==> src/sv/fixed_block_free_list_allocator_assert.svh <==
// ----------------------------------------------------------------------------
// Assertion macros for the fixed-size block allocator
// Shared checks written as clocked implications on clk, off during reset.
// ----------------------------------------------------------------------------
`ifndef FIXED_BLOCK_FREE_LIST_ALLOCATOR_ASSERT_SVH
`define FIXED_BLOCK_FREE_LIST_ALLOCATOR_ASSERT_SVH

// Consequent must hold in the same cycle as the antecedent.
`define FBFLA_ASSERT_SAME(lbl, ante, cons) \
    lbl: assert property (@(posedge clk) disable iff (!rst_n) (ante) |-> (cons)) \
        else $error("allocator assertion failed");

// Consequent must hold in the cycle after the antecedent.
`define FBFLA_ASSERT_NEXT(lbl, ante, cons) \
    lbl: assert property (@(posedge clk) disable iff (!rst_n) (ante) |=> (cons)) \
        else $error("allocator assertion failed");

`endif

==> src/sv/fbfla_pkg.sv <==
// ----------------------------------------------------------------------------
// fbfla_pkg
// Types, codes and helpers shared by the block allocator and its divider.
// ----------------------------------------------------------------------------
package fbfla_pkg;

    localparam int MAX_BLOCKS = 256;
    localparam int RING_DEPTH = MAX_BLOCKS + 1;
    localparam int PTR_W      = $clog2(RING_DEPTH);
    localparam int IDX_W      = 8;
    localparam int ADDR_W     = 32;
    localparam int COUNT_W    = 9;
    localparam int WORDS_W    = 13;
    localparam int CFG_DATA_W = 32;
    localparam int CFG_IDX_W  = 2;
    localparam int STAT_W     = 2;
    localparam int KIND_W     = 2;
    localparam int OUT_DATA_W = 40;

    // The byte length is four times the word count, so the division drops
    // the two low offset bits and divides by the word count alone.
    localparam int DVD_W      = ADDR_W - 2;
    localparam int STEP_W     = $clog2(DVD_W);
    localparam int PROD_W     = IDX_W + WORDS_W;

    typedef enum logic [KIND_W-1:0] {
        KIND_INIT  = 2'd0,
        KIND_ALLOC = 2'd1,
        KIND_FREE  = 2'd2,
        KIND_RSVD  = 2'd3
    } kind_t;

    typedef enum logic [STAT_W-1:0] {
        STAT_OK       = 2'd0,
        STAT_EMPTY    = 2'd1,
        STAT_BAD_ADDR = 2'd2,
        STAT_FULL     = 2'd3
    } status_t;

    typedef enum logic [CFG_IDX_W-1:0] {
        CFG_COUNT = 2'd0,
        CFG_WORDS = 2'd1,
        CFG_BASE  = 2'd2
    } cfg_reg_t;

    typedef enum logic [2:0] {
        S_IDLE,
        S_INIT,
        S_ALLOC_RD,
        S_ALLOC_MUL,
        S_DIV,
        S_FREE_CHK,
        S_OUT
    } state_t;

    typedef struct packed {
        logic busy;
        logic done;
    } div_status_t;

    // Ring pointer step with wrap at the modulus; a pointer left beyond the
    // modulus by a count change also wraps to zero.
    function automatic logic [PTR_W-1:0] ring_advance(
        input logic [PTR_W-1:0] ptr,
        input logic [PTR_W-1:0] modulus
    );
        logic [PTR_W:0] inc;
        inc = {1'b0, ptr} + {{PTR_W{1'b0}}, 1'b1};
        if (inc >= {1'b0, modulus})
            return '0;
        return inc[PTR_W-1:0];
    endfunction

endpackage

==> src/sv/fbfla_div.sv <==
// ----------------------------------------------------------------------------
// fbfla_div
// Restoring divider, one quotient bit per cycle, for offset to index mapping.
// ----------------------------------------------------------------------------
module fbfla_div
(
    input  logic                              clk,
    input  logic                              rst_n,
    input  logic                              start,
    input  logic [fbfla_pkg::DVD_W-1:0]       dividend,
    input  logic [fbfla_pkg::WORDS_W-1:0]     divisor,
    output fbfla_pkg::div_status_t            status,
    output logic [fbfla_pkg::DVD_W-1:0]       quotient
);
    import fbfla_pkg::*;

    logic [DVD_W-1:0]   quo_reg, quo_next;
    logic [WORDS_W-1:0] rem_reg, rem_next;
    logic [STEP_W-1:0]  step_reg, step_next;
    logic               busy_reg, busy_next;
    logic               done_reg, done_next;
    logic [WORDS_W:0]   trial;

    // The quotient register starts out holding the dividend; its top bit
    // moves into the remainder as each quotient bit enters from below.
    always_comb
    begin
        quo_next  = quo_reg;
        rem_next  = rem_reg;
        step_next = step_reg;
        busy_next = busy_reg;
        done_next = 1'b0;
        trial     = {rem_reg, quo_reg[DVD_W-1]};
        if (start)
        begin
            quo_next  = dividend;
            rem_next  = '0;
            step_next = '0;
            busy_next = 1'b1;
        end
        else if (busy_reg)
        begin
            if (trial >= {1'b0, divisor})
            begin
                rem_next = WORDS_W'(trial - {1'b0, divisor});
                quo_next = {quo_reg[DVD_W-2:0], 1'b1};
            end
            else
            begin
                rem_next = trial[WORDS_W-1:0];
                quo_next = {quo_reg[DVD_W-2:0], 1'b0};
            end
            step_next = step_reg + 1'b1;
            if (step_reg == STEP_W'(DVD_W - 1))
            begin
                busy_next = 1'b0;
                done_next = 1'b1;
            end
        end
    end

    always_ff @(posedge clk or negedge rst_n)
    begin
        if (!rst_n)
        begin
            busy_reg <= 1'b0;
            done_reg <= 1'b0;
            step_reg <= '0;
        end
        else
        begin
            busy_reg <= busy_next;
            done_reg <= done_next;
            step_reg <= step_next;
        end
    end

    always_ff @(posedge clk)
    begin
        quo_reg <= quo_next;
        rem_reg <= rem_next;
    end

    assign status.busy = busy_reg;
    assign status.done = done_reg;
    assign quotient    = quo_reg;

endmodule

==> src/sv/fixed_block_free_list_allocator.sv <==
// ----------------------------------------------------------------------------
// fixed_block_free_list_allocator
// Pool of equal-size blocks handed out and taken back through a ring of free
// block indices.
// ----------------------------------------------------------------------------
// The block takes one word at a time and answers each with exactly one result
// word. An allocate from a nonempty pool takes the registered ring read, then
// multiplies the index by the block length, adds the base and loads the
// output register. A free runs the divider, which maps the offset to a block
// index one quotient bit per cycle, then sees it finish, checks the range and
// the ring space and loads the output register. An init writes the ring one
// entry per cycle through its single write port. A reserved kind or an
// allocate from an empty pool goes straight to the output register. The
// result word appears on the output in the cycle the input turns ready
// again. A result still held at the output stalls the following item in its
// last cycle, so the input stays not ready until the output has been taken.
// Until the first init the pool is empty, so an allocate reports no free
// block unless a free has put one back.
module fixed_block_free_list_allocator
(
    input  logic                                clk,
    input  logic                                rst_n,
    input  logic                                s_tvalid,
    output logic                                s_tready,
    input  logic [fbfla_pkg::ADDR_W-1:0]        s_tdata,   // [31:0] address
    input  logic [fbfla_pkg::KIND_W-1:0]        s_tuser,   // [1:0] kind
    output logic                                m_tvalid,
    input  logic                                m_tready,
    output logic [fbfla_pkg::OUT_DATA_W-1:0]    m_tdata,   // [31:0] block_address,
                                                           // [39:32] block_index
    output logic [fbfla_pkg::STAT_W-1:0]        m_tuser,   // [1:0] status
    input  logic                                cfg_we,
    input  logic [fbfla_pkg::CFG_IDX_W-1:0]     cfg_index,
    input  logic [fbfla_pkg::CFG_DATA_W-1:0]    cfg_data
);
    import fbfla_pkg::*;

    state_t             state_reg, state_next;

    logic [COUNT_W-1:0] count_reg;
    logic [WORDS_W-1:0] words_reg;
    logic [ADDR_W-1:0]  base_reg;

    logic [PTR_W-1:0]   rp_reg;
    logic [PTR_W-1:0]   wp_reg;
    logic [PTR_W-1:0]   init_reg;

    logic [IDX_W-1:0]   ring [RING_DEPTH];
    logic [IDX_W-1:0]   rd_data_reg;
    logic               ring_we;
    logic [PTR_W-1:0]   ring_waddr;
    logic [IDX_W-1:0]   ring_wdata;

    logic [PROD_W-1:0]  prod_reg;

    status_t            res_status_reg;
    logic [ADDR_W-1:0]  res_addr_reg;
    logic [IDX_W-1:0]   res_idx_reg;

    logic               m_valid_reg;
    status_t            m_status_reg;
    logic [ADDR_W-1:0]  m_addr_reg;
    logic [IDX_W-1:0]   m_idx_reg;

    logic               div_start;
    div_status_t        div_status;
    logic [DVD_W-1:0]   div_quo;
    logic [ADDR_W-1:0]  offset;

    logic [COUNT_W-1:0] count_eff;
    logic [WORDS_W-1:0] words_eff;
    logic [PTR_W-1:0]   modulus;
    logic [PTR_W-1:0]   wp_adv;
    logic               accept;
    logic               out_free;
    logic               init_last;
    logic               idx_bad;
    kind_t              kind_in;

    // Out-of-range count saturates to the legal range; zero words acts as one.
    always_comb
    begin
        if (count_reg < COUNT_W'(2))
            count_eff = COUNT_W'(2);
        else if (count_reg > COUNT_W'(MAX_BLOCKS))
            count_eff = COUNT_W'(MAX_BLOCKS);
        else
            count_eff = count_reg;
        words_eff = (words_reg == '0) ? WORDS_W'(1) : words_reg;
    end

    assign modulus   = PTR_W'(count_eff) + PTR_W'(1);
    assign wp_adv    = ring_advance(wp_reg, modulus);
    assign kind_in   = kind_t'(s_tuser);
    assign accept    = s_tvalid && s_tready;
    assign out_free  = !m_valid_reg || m_tready;
    assign init_last = (init_reg == PTR_W'(count_eff - COUNT_W'(1)));
    assign idx_bad   = (div_quo >= DVD_W'(count_eff));
    assign offset    = s_tdata - base_reg;

    fbfla_div u_div
    (
        .clk      (clk),
        .rst_n    (rst_n),
        .start    (div_start),
        .dividend (offset[ADDR_W-1:2]),
        .divisor  (words_eff),
        .status   (div_status),
        .quotient (div_quo)
    );

    // Next state
    always_comb
    begin
        state_next = state_reg;
        unique case (state_reg)
            S_IDLE:
            begin
                if (accept)
                begin
                    unique case (kind_in)
                        KIND_INIT:  state_next = S_INIT;
                        KIND_ALLOC: state_next = (rp_reg == wp_reg) ? S_OUT : S_ALLOC_RD;
                        KIND_FREE:  state_next = S_DIV;
                        KIND_RSVD:  state_next = S_OUT;
                    endcase
                end
            end
            S_INIT:      state_next = init_last ? S_OUT : S_INIT;
            S_ALLOC_RD:  state_next = S_ALLOC_MUL;
            S_ALLOC_MUL: state_next = S_OUT;
            S_DIV:       state_next = div_status.done ? S_FREE_CHK : S_DIV;
            S_FREE_CHK:  state_next = S_OUT;
            S_OUT:       state_next = out_free ? S_IDLE : S_OUT;
            default:     state_next = S_IDLE;
        endcase
    end

    // Control outputs
    always_comb
    begin
        s_tready   = 1'b0;
        div_start  = 1'b0;
        ring_we    = 1'b0;
        ring_waddr = wp_reg;
        ring_wdata = div_quo[IDX_W-1:0];
        unique case (state_reg)
            S_IDLE:
            begin
                s_tready  = 1'b1;
                div_start = s_tvalid && (kind_in == KIND_FREE);
            end
            S_INIT:
            begin
                ring_we    = 1'b1;
                ring_waddr = init_reg;
                ring_wdata = init_reg[IDX_W-1:0];
            end
            S_FREE_CHK:
            begin
                ring_we = !idx_bad && (wp_adv != rp_reg);
            end
            default:
            begin
            end
        endcase
    end

    always_ff @(posedge clk or negedge rst_n)
    begin
        if (!rst_n)
        begin
            state_reg <= S_IDLE;
            count_reg <= COUNT_W'(2);
            words_reg <= WORDS_W'(1);
            base_reg  <= '0;
            rp_reg    <= '0;
            wp_reg    <= '0;
            init_reg  <= '0;
        end
        else
        begin
            state_reg <= state_next;
            if (cfg_we)
            begin
                unique case (cfg_index)
                    CFG_COUNT: count_reg <= cfg_data[COUNT_W-1:0];
                    CFG_WORDS: words_reg <= cfg_data[WORDS_W-1:0];
                    CFG_BASE:  base_reg  <= cfg_data[ADDR_W-1:0];
                    default:
                    begin
                    end
                endcase
            end
            unique case (state_reg)
                S_IDLE:
                begin
                    init_reg <= '0;
                end
                S_INIT:
                begin
                    init_reg <= init_reg + PTR_W'(1);
                    if (init_last)
                    begin
                        rp_reg <= '0;
                        wp_reg <= PTR_W'(count_eff);
                    end
                end
                S_ALLOC_MUL:
                begin
                    rp_reg <= ring_advance(rp_reg, modulus);
                end
                S_FREE_CHK:
                begin
                    if (ring_we)
                        wp_reg <= wp_adv;
                end
                default:
                begin
                end
            endcase
        end
    end

    // Result staging; payload registers carry no reset.
    always_ff @(posedge clk)
    begin
        unique case (state_reg)
            S_IDLE:
            begin
                res_status_reg <= (kind_in == KIND_ALLOC) ? STAT_EMPTY : STAT_OK;
                res_addr_reg   <= '0;
                res_idx_reg    <= '0;
            end
            S_ALLOC_RD:
            begin
                prod_reg <= PROD_W'(rd_data_reg) * PROD_W'(words_eff);
            end
            S_ALLOC_MUL:
            begin
                res_status_reg <= STAT_OK;
                res_addr_reg   <= base_reg + ADDR_W'({prod_reg, 2'b00});
                res_idx_reg    <= rd_data_reg;
            end
            S_FREE_CHK:
            begin
                if (idx_bad)
                    res_status_reg <= STAT_BAD_ADDR;
                else if (wp_adv == rp_reg)
                    res_status_reg <= STAT_FULL;
                else
                begin
                    res_status_reg <= STAT_OK;
                    res_idx_reg    <= div_quo[IDX_W-1:0];
                end
            end
            default:
            begin
            end
        endcase
    end

    // Ring memory: one write port, read always at the read pointer.
    always_ff @(posedge clk)
    begin
        if (ring_we)
            ring[ring_waddr] <= ring_wdata;
        rd_data_reg <= ring[rp_reg];
    end

    // Output register
    always_ff @(posedge clk or negedge rst_n)
    begin
        if (!rst_n)
            m_valid_reg <= 1'b0;
        else if (state_reg == S_OUT && out_free)
            m_valid_reg <= 1'b1;
        else if (m_tready)
            m_valid_reg <= 1'b0;
    end

    always_ff @(posedge clk)
    begin
        if (state_reg == S_OUT && out_free)
        begin
            m_status_reg <= res_status_reg;
            m_addr_reg   <= res_addr_reg;
            m_idx_reg    <= res_idx_reg;
        end
    end

    assign m_tvalid = m_valid_reg;
    assign m_tdata  = {m_idx_reg, m_addr_reg};
    assign m_tuser  = m_status_reg;

`include "fixed_block_free_list_allocator_assert.svh"

    `FBFLA_ASSERT_NEXT(a_one_item_at_a_time, accept, !s_tready)
    `FBFLA_ASSERT_SAME(a_pointers_in_ring, 1'b1,
        (rp_reg < PTR_W'(RING_DEPTH)) && (wp_reg < PTR_W'(RING_DEPTH)))
    `FBFLA_ASSERT_SAME(a_failure_zero_payload,
        m_tvalid && (m_tuser != STAT_OK), m_tdata == '0)
    `FBFLA_ASSERT_SAME(a_divider_only_in_div, div_status.busy, state_reg == S_DIV)

endmodule

==> config.mk <==
export PLATFORM = sky130hd
export DESIGN_NAME = fixed_block_free_list_allocator
export DESIGN_NICKNAME = d
export VERILOG_FILES = /design/src/sv/fbfla_pkg.sv /design/src/sv/fbfla_div.sv /design/src/sv/fixed_block_free_list_allocator.sv
export VERILOG_INCLUDE_DIRS = /design/src /design/src/sv
export SDC_FILE = /design/constraint.sdc
export NUM_CORES = 2
export LEC_CHECK = 0
export BUFFER_PORTS_ARGS = -buffer_cell sky130_fd_sc_hd__buf_4
export CORE_UTILIZATION = 57
export DETAILED_ROUTE_END_ITERATION = 12
export PLACE_DENSITY = 0.78
export SETUP_SLACK_MARGIN = 0.1
export SYNTH_ARGS = -nofsm -noshare
export SYNTH_HDL_FRONTEND = slang
export SYNTH_HIERARCHICAL = 1
export SYNTH_SLANG_ARGS = --single-unit
==> constraint.sdc <==
create_clock -name clk -period 13.2 [get_ports clk]
set_input_delay 0.66 -clock clk [delete_from_list [all_inputs] [get_ports clk]]
set_output_delay 0.66 -clock clk [all_outputs]
set_load 0.03 [all_outputs]
==> impl_metrics.prom <==
# TYPE chip_impl_metric gauge
chip_impl_metric{name="period_share",unit=""} 0.5357
chip_impl_metric{name="post_route_cells_drive_above_1_share",unit=""} 0.2549
chip_impl_info{name="hp-start",value="cfg_data[31]"} 1
chip_impl_info{name="min_path_type",value="input port to register"} 1
chip_impl_metric{name="irDropWorstVdd",unit="mV"} 0.3028
chip_impl_info{name="timing_worst_setup_path_type",value="register to register"} 1
chip_impl_metric{name="max_fclk",unit="GHz"} 0.1414
chip_impl_metric{name="critPathMaxFanout",unit=""} 12
chip_impl_metric{name="syn_inst",unit=""} 5067
chip_impl_info{name="worstPathCellList",value="nor4_4, nand2_1, o211ai_1, inv_1, ha_1, nand2_1, nor3_1, a31oi_1, ha_1, nand3b_1, a41oi_1, o221a_2, a211o_1, o21a_1, o31ai_1, a2111oi_4, a2111oi_2, o21bai_4, buf_4, nor2_1"} 1
chip_impl_metric{name="std_cell_rows",unit=""} 151
chip_impl_metric{name="wire_length_after_detailed_routing",unit="mm"} 251.3
chip_impl_metric{name="cts.sink_count",unit=""} 2304
chip_impl_metric{name="grt_first_pass_wirelength",unit="mm"} 366.3
chip_impl_metric{name="drv_slew",unit=""} 0
chip_impl_metric{name="critical_path.n_buffers_inverters",unit=""} 2
chip_impl_info{name="timing.rr.end",value="ring[43][7]$_DFFE_PP_"} 1
chip_impl_info{name="ctsRootBufferMaster",value="sky130_fd_sc_hd__clkbuf_16"} 1
chip_impl_metric{name="grt_start_max_net_pins",unit=""} 169
chip_impl_info{name="status",value="complete, no violations"} 1
chip_impl_metric{name="fin_skew",unit="ns"} 0.09050
chip_impl_metric{name="drt-initial-drc-count",unit=""} 6749
chip_impl_metric{name="grt_pass1_vias",unit=""} 51360
chip_impl_metric{name="minimum_period_implied_by_the_final_worst_setup_slack",unit="ns"} 7.071
chip_impl_metric{name="design.die.area",unit="µm²"} 172400
chip_impl_metric{name="grt-ovfl-total",unit=""} 0
chip_impl_metric{name="gp_routability_congestion",unit=""} 0.9529
chip_impl_metric{name="antenna_found_initial",unit=""} 9
chip_impl_metric{name="timing.critical_path.arrival",unit="ns"} 7.55
chip_impl_metric{name="synthToLayoutAreaGrowth",unit="%"} 11.31
chip_impl_metric{name="detail_route.vias_per_cell",unit=""} 6.808
chip_impl_metric{name="port-buffer-count",unit=""} 116
chip_impl_info{name="rr_startpoint",value="count_reg[3]$_DFFE_PN0P_"} 1
chip_impl_metric{name="detail-route-antenna-nets",unit=""} 0
chip_impl_metric{name="worst_stage_delay_on_the_critical_path",unit="ns"} 0.99
chip_impl_metric{name="routedWlPerCell",unit="µm"} 33.02
chip_impl_metric{name="die_w",unit="µm"} 415.2
chip_impl_metric{name="regToRegSetupSlack",unit="ns"} 6.13
chip_impl_metric{name="worst-endpoint-required",unit="ns"} 13.68
chip_impl_metric{name="cts_max_path_buffers",unit=""} 3
chip_impl_metric{name="final_hold_viol_count",unit=""} 0
chip_impl_metric{name="tritoncts.num_buffers",unit=""} 215
chip_impl_info{name="cts_tree",value="built"} 1
chip_impl_metric{name="global_route.usage.total",unit=""} 0.2951
chip_impl_info{name="setup.worst_path.end_class",value="register"} 1
chip_impl_metric{name="synth.yosys.warnings",unit=""} 6
chip_impl_metric{name="mean_area_per_synthesized_cell",unit="µm²"} 19.20
chip_impl_metric{name="dr.pass1.iters",unit=""} 6
chip_impl_metric{name="clk_pin_slew_worst_paths",unit="ns"} 0.06
chip_impl_metric{name="placeableCoreArea",unit="µm²"} 169500
chip_impl_metric{name="synth_area",unit="µm²"} 97310
chip_impl_metric{name="placed_area",unit="µm²"} 100700
chip_impl_metric{name="detailed_place_hpwl",unit="mm"} 146.4
chip_impl_metric{name="via_count",unit=""} 51810
chip_impl_metric{name="r2r.worst_path.cells",unit=""} 20
chip_impl_metric{name="holdPathStages",unit=""} 2
chip_impl_info{name="min_to",value="base_reg[31]$_DFFE_PN0P_"} 1
chip_impl_metric{name="largest_register_ffs",unit=""} 2056
chip_impl_metric{name="pwr_density_cell",unit="nW/µm²"} 241.2
chip_impl_metric{name="post_cts.repair.setup_buffers",unit=""} 0
chip_impl_metric{name="setup_violations",unit=""} 0
chip_impl_metric{name="die_h",unit="µm"} 415.2
chip_impl_info{name="worst_path_max_delay_cell",value="sky130_fd_sc_hd__a2111oi_2"} 1
chip_impl_metric{name="static-leakage-power",unit="µW"} 0.03524
chip_impl_info{name="rsz0062_at_grt",value="false"} 1
chip_impl_metric{name="io_pins",unit=""} 117
chip_impl_metric{name="finalNetCount",unit=""} 5476
chip_impl_info{name="registers.top_by_ff_count",value="ring"} 1
chip_impl_metric{name="layout.core_utilization",unit=""} 0.6391
chip_impl_metric{name="timing.max_slew.rel_slack",unit=""} 0.2108
chip_impl_metric{name="finish.instance_area",unit="µm²"} 108300
chip_impl_metric{name="clock_latency_at_the_later_pin_of_the_worst_skew_pair",unit="ns"} 0.92
chip_impl_metric{name="cts-resized-gates",unit=""} 0
chip_impl_info{name="cell_family_contributing_the_most_delay_on_the_critical_path",value="compound AO/OA/AOI/OAI gates"} 1
chip_impl_metric{name="postCtsHoldBufs",unit=""} 2
chip_impl_metric{name="tightest_slew",unit="ns"} 1.181
chip_impl_metric{name="max_cap_violations",unit=""} 0
chip_impl_metric{name="synthesis.nets",unit=""} 5341
chip_impl_metric{name="final.hold.worst_slack",unit="ns"} 0.05659
chip_impl_metric{name="initial_utilization",unit=""} 0.5742
chip_impl_metric{name="drc",unit=""} 0
chip_impl_metric{name="cts_max_level",unit=""} 4
chip_impl_info{name="crit_path_start_kind",value="register"} 1
cell usage in the layout (no fill, tap or decap), types with 29 or more instances in the layout:
master	n
sky130_fd_sc_hd__ha_1	133
sky130_fd_sc_hd__clkinv_1	37
sky130_fd_sc_hd__clkbuf_1	30
sky130_fd_sc_hd__xnor2_1	57
sky130_fd_sc_hd__inv_1	176
sky130_fd_sc_hd__nand2_1	173
sky130_fd_sc_hd__and2_1	60
sky130_fd_sc_hd__a21o_1	42
sky130_fd_sc_hd__o21ai_0	71
sky130_fd_sc_hd__xor2_1	39
sky130_fd_sc_hd__buf_4	190
sky130_fd_sc_hd__edfxtp_1	2191
sky130_fd_sc_hd__mux2_2	98
sky130_fd_sc_hd__nor2_1	369
sky130_fd_sc_hd__nor2b_1	29
sky130_fd_sc_hd__bufinv_16	38
sky130_fd_sc_hd__fa_1	68
sky130_fd_sc_hd__a21oi_1	71
sky130_fd_sc_hd__dfrtp_1	85
sky130_fd_sc_hd__clkinv_2	33
sky130_fd_sc_hd__nand3_1	44
sky130_fd_sc_hd__nor3_1	39
sky130_fd_sc_hd__clkbuf_16	218
sky130_fd_sc_hd__mux4_2	680
per-stage QoR:
stage | instances | power, µW | worst slack (ns) | setup TNS, ns
after floorplan | 5067 | 17030 | -0.2078 | -160.21
after global placement | 7201 | 19330 | 6.357 | 0
after detailed placement | 7201 | 19470 | 6.253 | 0
after CTS | 7608 | 26160 | 6.254 | 0
after global routing | 7608 | 27150 | 5.800 | 0
final | 7610 | 26120 | 6.129 | 0
worst register-to-register path, stage by stage, from the launching register on:
cell and delay, ns:
sky130_fd_sc_hd__dfrtp_1 0.54, sky130_fd_sc_hd__nor4_4 0.46, sky130_fd_sc_hd__nand2_1 0.11, sky130_fd_sc_hd__o211ai_1 0.53, sky130_fd_sc_hd__inv_1 0.15, sky130_fd_sc_hd__ha_1 0.27
sky130_fd_sc_hd__nand2_1 0.08, sky130_fd_sc_hd__nor3_1 0.07, sky130_fd_sc_hd__a31oi_1 0.29, sky130_fd_sc_hd__ha_1 0.34, sky130_fd_sc_hd__nand3b_1 0.14, sky130_fd_sc_hd__a41oi_1 0.06
sky130_fd_sc_hd__o221a_2 0.30, sky130_fd_sc_hd__a211o_1 0.23, sky130_fd_sc_hd__o21a_1 0.18, sky130_fd_sc_hd__o31ai_1 0.39, sky130_fd_sc_hd__a2111oi_4 0.18, sky130_fd_sc_hd__a2111oi_2 0.99
sky130_fd_sc_hd__o21bai_4 0.41, sky130_fd_sc_hd__buf_4 0.37, sky130_fd_sc_hd__nor2_1 0.62
worst max-delay path by stage:
| stage | start | to | slack [ns] | cells past startpoint |
|---|---|---|---|---|
| 2_1_floorplan | state_reg[1]$_DFFE_PN0P_ | ring[0][2]$_DFFE_PP_ | -0.21 | 5 |
| 3_3_place_gp | count_reg[3]$_DFFE_PN0P_ | ring[219][5]$_DFFE_PP_ | 6.36 | 20 |
| 3_5_place_dp | count_reg[3]$_DFFE_PN0P_ | ring[219][7]$_DFFE_PP_ | 6.25 | 20 |
| 4_1_cts | count_reg[3]$_DFFE_PN0P_ | ring[111][3]$_DFFE_PP_ | 6.25 | 20 |
| 5_1_grt | count_reg[3]$_DFFE_PN0P_ | ring[27][7]$_DFFE_PP_ | 5.80 | 20 |
| 6_report | count_reg[3]$_DFFE_PN0P_ | ring[43][7]$_DFFE_PP_ | 6.13 | 20 |
area by class of cell:
type	instances	area, µm²
clock buffers	251	5609
multi-input cells	2308	27170
repair buffers	196	1526
fillers	10740	61150
diodes	2	5.005
flip-flops and latches	2304	68530
well taps	2218	2775
clock inverters	154	2023
inverters	177	671.9
routing by layer:
layer	vias up	GRT usage	wire [µm]
met5	-	0	87
met3	621	0.05616	25530
met2	3751	0.4713	122200
li1	20670	-	-
met1	26760	0.4041	91870
met4	12	0.1222	11590
report_power, final:
part / switching, µW / total, µW / internal [µW]
Sequential: 373 / 10100 / 9720
Clock: 2860 / 6680 / 3820
Combinational: 5600 / 9350 / 3750
Total: 8830 / 26100 / 17300
No activity file was read; power rests on OpenSTA's default activity.
